$ cat src/hw/rtl/i2cts_pkg.sv
// i2cts_pkg: shared constants, status and request kind codes, buffer slot function.
// Used by i2c_transfer_sequencer_top. No dependencies.
package i2cts_pkg;

   localparam int BUFFER_DEPTH = 128;
   localparam int BUF_AW       = (BUFFER_DEPTH > 1) ? $clog2(BUFFER_DEPTH) : 1;

   localparam int REQ_DATA_W = 48;
   localparam int REQ_USER_W = 3;
   localparam int RSP_DATA_W = 32;
   localparam int RSP_USED_W = 25;

   // request kinds
   localparam logic [2:0] KIND_LOAD       = 3'd0;
   localparam logic [2:0] KIND_READ       = 3'd1;
   localparam logic [2:0] KIND_START_WR   = 3'd2;
   localparam logic [2:0] KIND_START_RD   = 3'd3;
   localparam logic [2:0] KIND_BUS_EVENT  = 3'd4;

   // status codes
   localparam logic [2:0] ST_ERROR  = 3'd0;
   localparam logic [2:0] ST_READY  = 3'd1;
   localparam logic [2:0] ST_HEADER = 3'd2;
   localparam logic [2:0] ST_XFER   = 3'd3;
   localparam logic [2:0] ST_DONE   = 3'd4;

   localparam logic [7:0] HDR_ADDR_MASK = 8'hFE;
   localparam logic [7:0] HDR_READ_BIT  = 8'h01;

   // Value modulo BUFFER_DEPTH: the depth is a power of two, so the low bits serve.
   function automatic logic [BUF_AW-1:0] buf_slot(input logic [7:0] value);
      return value[BUF_AW-1:0];
   endfunction

endpackage

$ cat src/hw/rtl/i2cts_ram.sv
// i2cts_ram: generic simple dual-port RAM, one write port, one registered read port.
// No dependencies.
module i2cts_ram #(
   parameter int WIDTH = 8,
   parameter int DEPTH = 128
) (
   input  logic                             clock,
   input  logic                             wr_en,
   input  logic [$clog2(DEPTH > 1 ? DEPTH : 2)-1:0] wr_addr,
   input  logic [WIDTH-1:0]                 wr_data,
   input  logic                             rd_en,
   input  logic [$clog2(DEPTH > 1 ? DEPTH : 2)-1:0] rd_addr,
   output logic [WIDTH-1:0]                 rd_data
);

   logic [WIDTH-1:0] mem [DEPTH];
   logic [WIDTH-1:0] rd_data_ff;

   always_ff @(posedge clock) begin
      if (wr_en) begin
         mem[wr_addr] <= wr_data;
      end
      if (rd_en) begin
         rd_data_ff <= mem[rd_addr];
      end
   end

   assign rd_data = rd_data_ff;

endmodule

$ cat src/hw/rtl/i2c_transfer_sequencer_top.sv
// i2c_transfer_sequencer_top: I2C byte transfer sequencer with byte buffer in RAM.
// Depends on i2cts_pkg and i2cts_ram.
//
// Usage:
//  - Request stream (req_*): one request per item; req_tuser carries the kind
//    (load buffer, read buffer, start master write/read, bus event), req_tdata
//    the remaining fields.
//  - Response stream (rsp_*): exactly one response per request, in order.
//  - Response path: an accepted request is registered in the RAM read stage,
//    then moves into the output register that drives rsp_tvalid.
//  - Throughput: one request per cycle while req_tready is high. Each request
//    does at most one buffer access (read or write) on the buffer RAM; the status
//    flags and counters update in the accept cycle, so the next request sees them
//    at once. RAM read data joins the response as it enters the output register.
//  - Stall: a two-entry pipe (RAM read stage plus output register) keeps
//    taking requests while a response waits; req_tready drops only when both
//    are full and rsp_tready is low.
//  - Reset: status ready, counters and flags cleared, length goal 1. The
//    buffer is not cleared; read an entry only after it was loaded.
module i2c_transfer_sequencer_top (
   input  logic                              clock,
   input  logic                              reset,
   input  logic                              req_tvalid,
   output logic                              req_tready,
   // [6:0] buffer_index, [14:7] buffer_byte, [22:15] header_byte,
   // [30:23] transfer_length, [31] arbitration_lost, [32] ack_missing,
   // [33] byte_complete, [34] slave_read_requested, [42:35] received_byte
   input  logic [i2cts_pkg::REQ_DATA_W-1:0]  req_tdata,
   // [2:0] kind
   input  logic [i2cts_pkg::REQ_USER_W-1:0]  req_tuser,
   output logic                              rsp_tvalid,
   input  logic                              rsp_tready,
   // [2:0] status, [3] drive_valid, [11:4] drive_byte, [12] data_register_read,
   // [13] transmit_mode, [14] withhold_ack, [15] master_active,
   // [16] stop_generated, [24:17] buffer_data
   output logic [i2cts_pkg::RSP_DATA_W-1:0]  rsp_tdata
);

   import i2cts_pkg::*;

   typedef struct packed {
      logic [2:0] status;
      logic       dvalid;
      logic [7:0] dbyte;
      logic       dread;
      logic       tmode;
      logic       wack;
      logic       master;
      logic       stop;
      logic       drive_from_ram;
      logic       bdata_from_ram;
   } stage_type;

   // request fields
   logic [2:0] kind;
   logic [6:0] buffer_index;
   logic [7:0] buffer_byte;
   logic [7:0] header_byte;
   logic [7:0] transfer_length;
   logic       arbitration_lost;
   logic       ack_missing;
   logic       byte_complete;
   logic       slave_read_requested;
   logic [7:0] received_byte;

   assign kind                 = req_tuser[2:0];
   assign buffer_index         = req_tdata[6:0];
   assign buffer_byte          = req_tdata[14:7];
   assign header_byte          = req_tdata[22:15];
   assign transfer_length      = req_tdata[30:23];
   assign arbitration_lost     = req_tdata[31];
   assign ack_missing          = req_tdata[32];
   assign byte_complete        = req_tdata[33];
   assign slave_read_requested = req_tdata[34];
   assign received_byte        = req_tdata[42:35];

   // sequencer state
   logic [2:0] status_ff, status_in;
   logic       dir_tx_ff, dir_tx_in;
   logic [7:0] goal_ff, goal_in;
   logic [7:0] count_ff, count_in;
   logic       master_ff, master_in;
   logic       tx_ff, tx_in;
   logic       noack_ff, noack_in;

   // pipe
   logic                  s1_valid_ff, s1_valid_in;
   stage_type             s1_ff, s1_in;
   logic                  out_valid_ff, out_valid_in;
   logic [RSP_USED_W-1:0] out_data_ff, out_data_in;

   // buffer RAM
   logic              ram_wr_en;
   logic [BUF_AW-1:0] ram_wr_addr;
   logic [7:0]        ram_wr_data;
   logic              ram_rd_en;
   logic [BUF_AW-1:0] ram_rd_addr;
   logic [7:0]        ram_rd_data;

   logic accept;
   logic s1_move;

   assign s1_move    = s1_valid_ff && (!out_valid_ff || rsp_tready);
   assign req_tready = !s1_valid_ff || s1_move;
   assign accept     = req_tvalid && req_tready;

   // request decode: flags update now, buffer access issued now
   always_comb begin
      logic       go;
      logic [8:0] count_p1;
      status_in   = status_ff;
      dir_tx_in   = dir_tx_ff;
      goal_in     = goal_ff;
      count_in    = count_ff;
      master_in   = master_ff;
      tx_in       = tx_ff;
      noack_in    = noack_ff;
      s1_in       = '0;
      ram_wr_en   = 1'b0;
      ram_wr_addr = buf_slot({1'b0, buffer_index});
      ram_wr_data = buffer_byte;
      ram_rd_en   = 1'b0;
      ram_rd_addr = buf_slot({1'b0, buffer_index});
      go          = 1'b1;
      count_p1    = {1'b0, count_ff} + 9'd1;

      unique case (kind)
         KIND_LOAD: begin
            ram_wr_en = 1'b1;
         end
         KIND_READ: begin
            ram_rd_en = 1'b1;
            s1_in.bdata_from_ram = 1'b1;
         end
         KIND_START_WR, KIND_START_RD: begin
            goal_in      = transfer_length;
            count_in     = 8'd0;
            status_in    = ST_HEADER;
            dir_tx_in    = (kind == KIND_START_WR);
            noack_in     = 1'b0;
            tx_in        = 1'b1;
            master_in    = 1'b1;
            s1_in.dvalid = 1'b1;
            s1_in.dbyte  = (kind == KIND_START_WR) ? (header_byte & HDR_ADDR_MASK)
                                                   : ((header_byte & HDR_ADDR_MASK)
                                                      | HDR_READ_BIT);
         end
         KIND_BUS_EVENT: begin
            priority if (arbitration_lost) begin
               master_in = 1'b0;
               status_in = ST_ERROR;
            end else if (master_ff) begin
               priority if (ack_missing) begin
                  master_in = 1'b0;
                  status_in = ST_ERROR;
               end else if (status_ff == ST_DONE) begin
                  status_in  = ST_READY;
                  tx_in      = 1'b0;
                  master_in  = 1'b0;
                  s1_in.stop = 1'b1;
               end else if (status_ff == ST_HEADER || status_ff == ST_XFER) begin
                  if (status_ff == ST_HEADER) begin
                     tx_in     = dir_tx_ff;
                     status_in = ST_XFER;
                     if (!dir_tx_ff) begin
                        s1_in.dread = 1'b1;
                        go          = 1'b0;
                     end
                  end
                  if (go) begin
                     if (tx_in) begin
                        ram_rd_en            = 1'b1;
                        ram_rd_addr          = buf_slot(count_ff);
                        s1_in.dvalid         = 1'b1;
                        s1_in.drive_from_ram = 1'b1;
                     end else begin
                        if (count_p1 == {1'b0, goal_ff}) begin
                           noack_in = 1'b1;
                        end
                        ram_wr_en   = 1'b1;
                        ram_wr_addr = buf_slot(count_ff);
                        ram_wr_data = received_byte;
                        s1_in.dread = 1'b1;
                     end
                     count_in = count_p1[7:0];
                     if (goal_ff <= count_p1[7:0]) begin
                        status_in = ST_DONE;
                     end
                  end
               end else begin
                  // idle master: error or ready, nothing changes
               end
            end else begin
               // slave side
               if (status_ff <= ST_READY) begin
                  status_in = ST_XFER;
                  tx_in     = slave_read_requested;
                  count_in  = 8'd1;
                  if (!slave_read_requested) begin
                     s1_in.dread = 1'b1;
                     go          = 1'b0;
                  end
               end
               if (go && byte_complete) begin
                  priority if (!tx_in) begin
                     ram_wr_en   = 1'b1;
                     ram_wr_addr = buf_slot(count_in);
                     ram_wr_data = received_byte;
                     s1_in.dread = 1'b1;
                     count_in    = count_in + 8'd1;
                  end else if (ack_missing) begin
                     tx_in       = 1'b0;
                     s1_in.dread = 1'b1;
                     status_in   = ST_READY;
                  end else begin
                     ram_rd_en            = 1'b1;
                     ram_rd_addr          = buf_slot(count_in);
                     s1_in.dvalid         = 1'b1;
                     s1_in.drive_from_ram = 1'b1;
                     count_in             = count_in + 8'd1;
                  end
               end
            end
         end
         default: begin
            // unused kinds: report current flags
         end
      endcase

      s1_in.status = status_in;
      s1_in.tmode  = tx_in;
      s1_in.wack   = noack_in;
      s1_in.master = master_in;

      if (!accept) begin
         ram_wr_en = 1'b0;
         ram_rd_en = 1'b0;
      end
   end

   // pipe control and response assembly
   always_comb begin
      logic [7:0] dbyte;
      logic [7:0] bdata;
      dbyte        = s1_ff.drive_from_ram ? ram_rd_data : s1_ff.dbyte;
      bdata        = s1_ff.bdata_from_ram ? ram_rd_data : 8'd0;
      s1_valid_in  = accept ? 1'b1 : (s1_move ? 1'b0 : s1_valid_ff);
      out_valid_in = s1_move ? 1'b1 : (rsp_tready ? 1'b0 : out_valid_ff);
      out_data_in  = s1_move ? {bdata, s1_ff.stop, s1_ff.master, s1_ff.wack, s1_ff.tmode,
                                s1_ff.dread, dbyte, s1_ff.dvalid, s1_ff.status}
                             : out_data_ff;
   end

   always_ff @(posedge clock) begin
      if (reset) begin
         status_ff    <= ST_READY;
         dir_tx_ff    <= 1'b0;
         goal_ff      <= 8'd1;
         count_ff     <= 8'd0;
         master_ff    <= 1'b0;
         tx_ff        <= 1'b0;
         noack_ff     <= 1'b0;
         s1_valid_ff  <= 1'b0;
         out_valid_ff <= 1'b0;
      end else begin
         if (accept) begin
            status_ff <= status_in;
            dir_tx_ff <= dir_tx_in;
            goal_ff   <= goal_in;
            count_ff  <= count_in;
            master_ff <= master_in;
            tx_ff     <= tx_in;
            noack_ff  <= noack_in;
         end
         s1_valid_ff  <= s1_valid_in;
         out_valid_ff <= out_valid_in;
      end
   end

   // payload registers
   always_ff @(posedge clock) begin
      if (accept) begin
         s1_ff <= s1_in;
      end
      out_data_ff <= out_data_in;
   end

   assign rsp_tvalid = out_valid_ff;
   assign rsp_tdata  = {{(RSP_DATA_W - RSP_USED_W){1'b0}}, out_data_ff};

   i2cts_ram #(
      .WIDTH (8),
      .DEPTH (BUFFER_DEPTH)
   ) u_buffer (
      .clock   (clock),
      .wr_en   (ram_wr_en),
      .wr_addr (ram_wr_addr),
      .wr_data (ram_wr_data),
      .rd_en   (ram_rd_en),
      .rd_addr (ram_rd_addr),
      .rd_data (ram_rd_data)
   );

endmodule

$ cat config.mk
export PLATFORM = sky130hd
export DESIGN_NAME = i2c_transfer_sequencer_top
export DESIGN_NICKNAME = d
export VERILOG_FILES = /design/src/hw/rtl/i2cts_pkg.sv /design/src/hw/rtl/i2cts_ram.sv /design/src/hw/rtl/i2c_transfer_sequencer_top.sv
export SDC_FILE = /design/constraint.sdc
export NUM_CORES = 2
export LEC_CHECK = 0
export ABC_CLOCK_PERIOD_IN_PS = 5600
export BUFFER_PORTS_ARGS = -buffer_cell sky130_fd_sc_hd__buf_2
export CORE_MARGIN = 1
export CORE_UTILIZATION = 65
export CTS_BUF_LIST = sky130_fd_sc_hd__clkbuf_4
export CTS_CLUSTER_DIAMETER = 120
export DETAILED_ROUTE_END_ITERATION = 8
export PLACE_DENSITY = 0.84
export REMOVE_ABC_BUFFERS = 1
export SYNTH_ARGS = -nofsm -noshare
export SYNTH_HDL_FRONTEND = slang
export SYNTH_SLANG_ARGS = --single-unit
$ cat constraint.sdc
create_clock -name clock -period 5.6 [get_ports clock]
set_input_delay 0.84 -clock clock [delete_from_list [all_inputs] [get_ports clock]]
set_output_delay 0.84 -clock clock [all_outputs]
set_load 0.02 [all_outputs]
* Word-level counts from Yosys, hierarchy flattened *
Memories as Yosys holds them, arrays and structs flattened. A register that Yosys moved wholly into a read port is not among the register bits.
Index checks and enable logic that the tools add are counted.
Widths: inputs -> output; s select.

storage, ports and cells
  register bits after elaboration = 69
  memory bits (writable) = 1024
  input port bits = 55
  output and inout bits = 34
  word-level logic and storage cells = 210
  memories = 1

operators by class
  add/sub/neg operators = 2
  $lt $le $gt $ge = 2
  eq/ne operators = 13
  multiplexer cells = 152
  bitwise logic cells = 2
  reduce and logical (&&, ||, !) cells = 17

memories
  name          depth  width  rd ports  clocked after memory_dff  write ports  line             RTL
  u_buffer.mem  128    8      1         1                         1            i2cts_ram.sv:16  logic [WIDTH-1:0] mem [DEPTH];

operators by type and width
  cell                 number
  $mux 8               24
  $mux 7               21
  $mux 1               87
  $mux 3               12
  $pmux 8 s2           1
  $eq 3x2->1 const B   4
  $ne 3x3->1 const B   4
  $pmux 1 s2           6
  $add 8x1->9 const B  1
  $eq 9x8->1           1
  $add 8x1->8 const B  1
  $le 8x8->1           1
  $reduce_and 7->1     1
  $eq 3x3->1 const B   2
  $pmux 3 s2           1
  $reduce_bool 2->1    3
  $reduce_or 2->1      2
  $reduce_or 4->1      1
  $eq 3x1->1 const B   1
  $le 3x1->1 const B   1
  $logic_and 1x1->1    3
  $logic_not 3->1      1
  $logic_or 1x1->1     3
  $logic_not 1->1      2
  3 further kinds      4

* Logic depth before layout (Yosys ltp) *
  depth in word-level cells = 19
  mapped depth = 17
  depth with buffers taken out = 12

* Hierarchy *
From an unflattened synthesis, not the netlist that was laid out.

unflattened totals
  cell total of the unflattened synthesis = 2064
  area, all modules = 43845.8 µm²

by module, submodules not included
  module                      instances  cells each  area each (µm²)  sequential area each (µm²)
  i2cts_ram                   1          1634        39736.9          30989.7
  i2c_transfer_sequencer_top  1          430         4108.9           1821.7

* Least setup slack after synthesis *
Ideal clock, no wire load.

  path type = input port to flip-flop
  start point = input port req_tuser[1] (netlist bit)
  end point = memory u_buffer.mem[80][0], enable pin
  library setup time = 0.383 ns
  arrival time = 4.114 ns
  required time = 5.217 ns
  path slack = 1.102 ns
  stages = 9
  path buffers = 4
  cells stage by stage = buf_6 -> or4b_4 -> buf_6 -> or3_1 -> clkbuf_1 -> a2111oi_2 -> or3b_2 -> clkbuf_1 -> nor3_1

on the way
  longest elaborated chain between the ends = 5

ends and longest elaborated chain
  element                                               line                               RTL
  from (decl)                                           i2c_transfer_sequencer_top.sv:30   input logic [i2cts_pkg::REQ_USER_W-1:0] req_tuser,
  $eq 3x3->1 / $logic_not 3->1 (equally long branches)  i2c_transfer_sequencer_top.sv:127  unique case (kind)
  $pmux 1 s2                                            i2c_transfer_sequencer_top.sv:127
  $mux 1                                                i2c_transfer_sequencer_top.sv:235  if (!accept) begin
  $mux 1                                                i2cts_ram.sv:20                    if (wr_en) begin
  $mux 1 (not written as such)                          i2cts_ram.sv:21                    mem[wr_addr] <= wr_data;
  to (decl)                                             i2cts_ram.sv:16

Parallel ways exist; a longest one is shown, timed or not.

* Worst setup path after layout *
  start point = register status_ff[1]
  end point = register u_buffer.rd_data_ff[7], in the netlist u_buffer.rd_data[7] (read register of u_buffer.mem), data pin

on the way
  longest elaborated chain between the ends = 17

ends and longest elaborated chain
  element                 line                                                                  RTL
  from (decl)             i2c_transfer_sequencer_top.sv:78                                      logic [2:0] status_ff, status_in;
  from (signal assigned)  i2c_transfer_sequencer_top.sv:267                                     status_ff <= status_in;
  $eq 3x2->1              i2c_transfer_sequencer_top.sv:161, i2c_transfer_sequencer_top.sv:162
  $mux 1                  i2c_transfer_sequencer_top.sv:162                                     if (status_ff == ST_HEADER) begin
  $mux 1                  i2c_transfer_sequencer_top.sv:161                                     end else if (status_ff == ST_HEADER || status_ff == ST_XFER) begin
  $mux 1                  i2c_transfer_sequencer_top.sv:156                                     end else if (status_ff == ST_DONE) begin
  $mux 1                  i2c_transfer_sequencer_top.sv:153                                     priority if (ack_missing) begin
  $mux 1                  i2c_transfer_sequencer_top.sv:152                                     end else if (master_ff) begin
  $mux 1                  i2c_transfer_sequencer_top.sv:149                                     priority if (arbitration_lost) begin
  $mux 1                  i2c_transfer_sequencer_top.sv:127
  $mux 1                  i2c_transfer_sequencer_top.sv:171                                     if (tx_in) begin
  $mux 1                  i2c_transfer_sequencer_top.sv:170                                     if (go) begin
  $mux 1                  i2c_transfer_sequencer_top.sv:161
  $mux 1                  i2c_transfer_sequencer_top.sv:156
  $mux 1                  i2c_transfer_sequencer_top.sv:153
  $mux 1                  i2c_transfer_sequencer_top.sv:152
  $mux 1                  i2c_transfer_sequencer_top.sv:149
  $pmux 1 s2              i2c_transfer_sequencer_top.sv:127
  $mux 1                  i2c_transfer_sequencer_top.sv:235
  to (decl)               i2cts_ram.sv:17                                                       logic [WIDTH-1:0] rd_data_ff;

Parallel ways exist; a longest one is shown, timed or not. The select of a mux whose other input is x is not followed.
A chain may end at the register's enable or synchronous reset.

==> flow_summary.yaml <==
synthesis:
  synth_area_mm2: 0.0451
  synth-seq-area-share_pct: 72.8
  synth_top_area_share_pct: 71.7
  synthDistinctLibCells: 83
  syn_avg_cell_area_um2: 13.5
  ys_top_cells_by_count: "1076 x edfxtp_1, 725 x nand2_1, 214 x nand3_1"
  syn_inst: 3329
  postSynth.asyncResetShare_pct: 0
  yosysTopAreaCell: "edfxtp_1"
  synth_edf_count: 1076
  synth_seq_cells: 1101
  yosys-top-cells-area: "edfxtp_1 72%, nand2_1 6.0%, nand3_1 2.4%"
  yosys_warnings: 0
  synth_ff_type: "edfxtp_1"
  yosysMostFrequentCell: "edfxtp_1"
floorplanning:
  chipHeight_um: 265
  core_area_mm2: 0.0686
  io_pins: 89
  fp.dieW_um: 265
  die_area_mm2: 0.0704
  placementRows: 96
  start_util_pct: 65.7
timing:
  fin_crit_sh_pct: 89.4
  worst_slew_pin_slew_ns: 1.40
  slew_headroom_pct: 6.46
  fin_skew_ns: 0.117
  setup-violations-final: 0
  max_freq_mhz: 200
  hold_viol_final: 0
  rsz0062_at_grt: "no"
  drv_slew: 0
  fin_crit_ns: 5.00
pwr:
  irDropWorstVdd_v: 0.000239
  power_density_mw_per_mm2: 328
  leakage_uw: 0.0172
finish:
  finalNetCount: 3681
  fin_area_mm2: 0.0504
  layout-drive-gt1-share_pct: 18.8
  fin_cells: 4716
  syn_to_final_growth_pct: 11.8
min_path:
  hold_class: "primary input to register"
clock_network:
  cts_inserted_buffers: 284
  cts_resized: 0
  root_buffer: "clkbuf_4"
  worstSkewPairLatency_ns: 1.15
  path_clk_slew_ns: 0.07
  htreeDepth: 5
  clockBufferDepth: 4
  cts.sinks: 1101
  cts_tree: "yes"
critical_path:
  crit_top_cell: "or4_1"
  critPathLaunchType: "register"
  critical-path-max-stage-delay_ns: 0.70
  worst_setup_path_end_kind: "register"
  reg2reg_setup_slack_ns: 0.60
  critical_path_class: "register to register"
  required_ns: 6.49
  worstPathArrival_ns: 5.89
  slowest_stage: "dfxtp_1"
  critical_path.cell_chain: "or4bb_1 > nor3_4 > nor4b_1 > a41oi_4 > buf_4 > nor3_1 > or4_1 > a21oi_1 > nand4_1 > or4_1"
  cp_max_fo: 18
grt:
  grt-ovfl-total: 0
  grt_pass1_wl_um: 182000
  grt_max_degree: 129
  grt_usage_pct: 35.2
  antenna_found_initial: 10
  grt_pass1_vias: 31336
place:
  placed_cells: 4245
  dpl_cell_area_mm2: 0.0470
  gp_congestion: 0.975
  numPortBuffers: 75
  dpl.hpwl_um: 74000
route:
  drc: 0
  avgRoutedWirePerCell_um: 26.1
  routed_via_density: 6.70
  first_pass_iters: 7
  drtIter0Drc: 5123
  antenna_left: 0
  vias: 31616
  wirelength_um: 123000
run_status:
  status: "finished, final reports clean"
flow_run:
  max_cap_viol_count: 0
[layout by cell type (no fill, tap or decap), types with 16 or more instances in the layout]
| cell | count |
|---|---|
| buf_12 | 22 |
| nand2_1 | 724 |
| or4_1 | 16 |
| and2_1 | 22 |
| nand3_1 | 214 |
| a31oi_1 | 97 |
| a32oi_1 | 18 |
| edfxtp_1 | 1076 |
| clkbuf_4 | 388 |
| a211oi_1 | 41 |
| mux2i_1 | 60 |
| or2_2 | 18 |
| nor2_1 | 197 |
| a21oi_1 | 66 |
| o21ai_0 | 30 |
| dfxtp_1 | 25 |
| nor3_1 | 57 |
| buf_4 | 107 |
| buf_2 | 75 |
| nand4_1 | 78 |
| dlygate4sd3_1 | 16 |
| a22oi_1 | 31 |
| mux4_2 | 37 |
| a311oi_1 | 18 |
| and3_1 | 53 |
| clkinv_1 | 43 |
[report_power, final]
part           switching [µW]  internal (µW)
Combinational             695            283
Sequential               19.9           9070
Clock                    3130           3360
Total                    3840          12700
[final cells by class]
class                   count  area, µm²
flip-flops and latches   1101      32800
fillers                  3959      18200
multi-input cells        1999      11300
clock buffers             388       2910
repair buffers            220       1780
well taps                 931       1160
clock inverters            57        329
inverters                  10       37.5
diodes                     10       25.0
[flip-flops by register name, summed over array words and instances, names as in the netlist]
| name | cells |
|---|---|
| out_data_ff | 25 |
| u_buffer.mem | 1024 |
| noack_ff | 1 |
| u_buffer.rd_data | 8 |
| status_ff | 3 |
| goal_ff | 8 |
| tx_ff | 1 |
| s1_valid_ff | 1 |
| rsp_tvalid | 1 |
| dir_tx_ff | 1 |
| master_ff | 1 |
| count_ff | 8 |
| s1_ff | 19 |
[final timing paths]
check / from / to / cells past startpoint
worst max-delay path: status_ff[1] / u_buffer.rd_data[7] / 10
worst min-delay path: req_tdata[20] / s1_ff[12] / 2
worst max register to register: status_ff[1] / u_buffer.rd_data[7] / 10
worst min register to register: s1_ff[2] / out_data_ff[16] / 0
[kinds of logic (layout without fill, tap and decap cells)]
| kind of cell | after synthesis | in the layout | synth area share (%) |
|---|---|---|---|
| other cells | 1 | 17 | 0.00832 |
| buf+inv | 235 | 675 | 2.32 |
| simple gates | 1453 | 1453 | 14.5 |
| flops | 1101 | 1101 | 72.8 |
| fa+ha+maj | 10 | 10 | 0.278 |
| compound gates | 407 | 407 | 6.29 |
| xor+xnor | 7 | 7 | 0.136 |
| mux | 115 | 115 | 3.63 |
[per-stage QoR]
step / power (µW) / utilization, % / hold slack [ns] / setup slack, ns / TNS (ns)
after floorplan: 10000 / - / 0.400 / -26.70 / -210.01
after global routing: 17000 / 73.5 / 0.0157 / 0.480 / 0
final: 16600 / 73.5 / 0.0279 / 0.596 / 0
after CTS: 16500 / 73.5 / 0.000524 / 0.742 / 0
after detailed placement: 10200 / 68.5 / 0.405 / 0.265 / 0
after global placement: 10200 / 68.5 / 0.408 / 0.454 / 0
[worst max-delay path, delay by kind of cell, from the launching register on]
family | cells | cell delay [ns]
AO/OA/AOI/OAI | 2 | 0.86
buffers and inverters | 1 | 0.31
flip-flops | 1 | 0.70
AND/OR/NAND/NOR | 7 | 2.91
[layer usage]
layer,GRT usage (%),share of wire [%],vias up
met4,20.8,5.9,8
met5,0,0.043,-
met2,55.6,47,2651
met3,10.7,13,559
met1,43.2,33,15124
li1,-,-,13274
[timing repair]
action / in CTS / in global routing
hold buffers: 16 / 0
endpoints found under the hold margin: 16 / 0
buffers inserted: 0 / 0
Note: power is estimated with default switching activity, not from simulation.
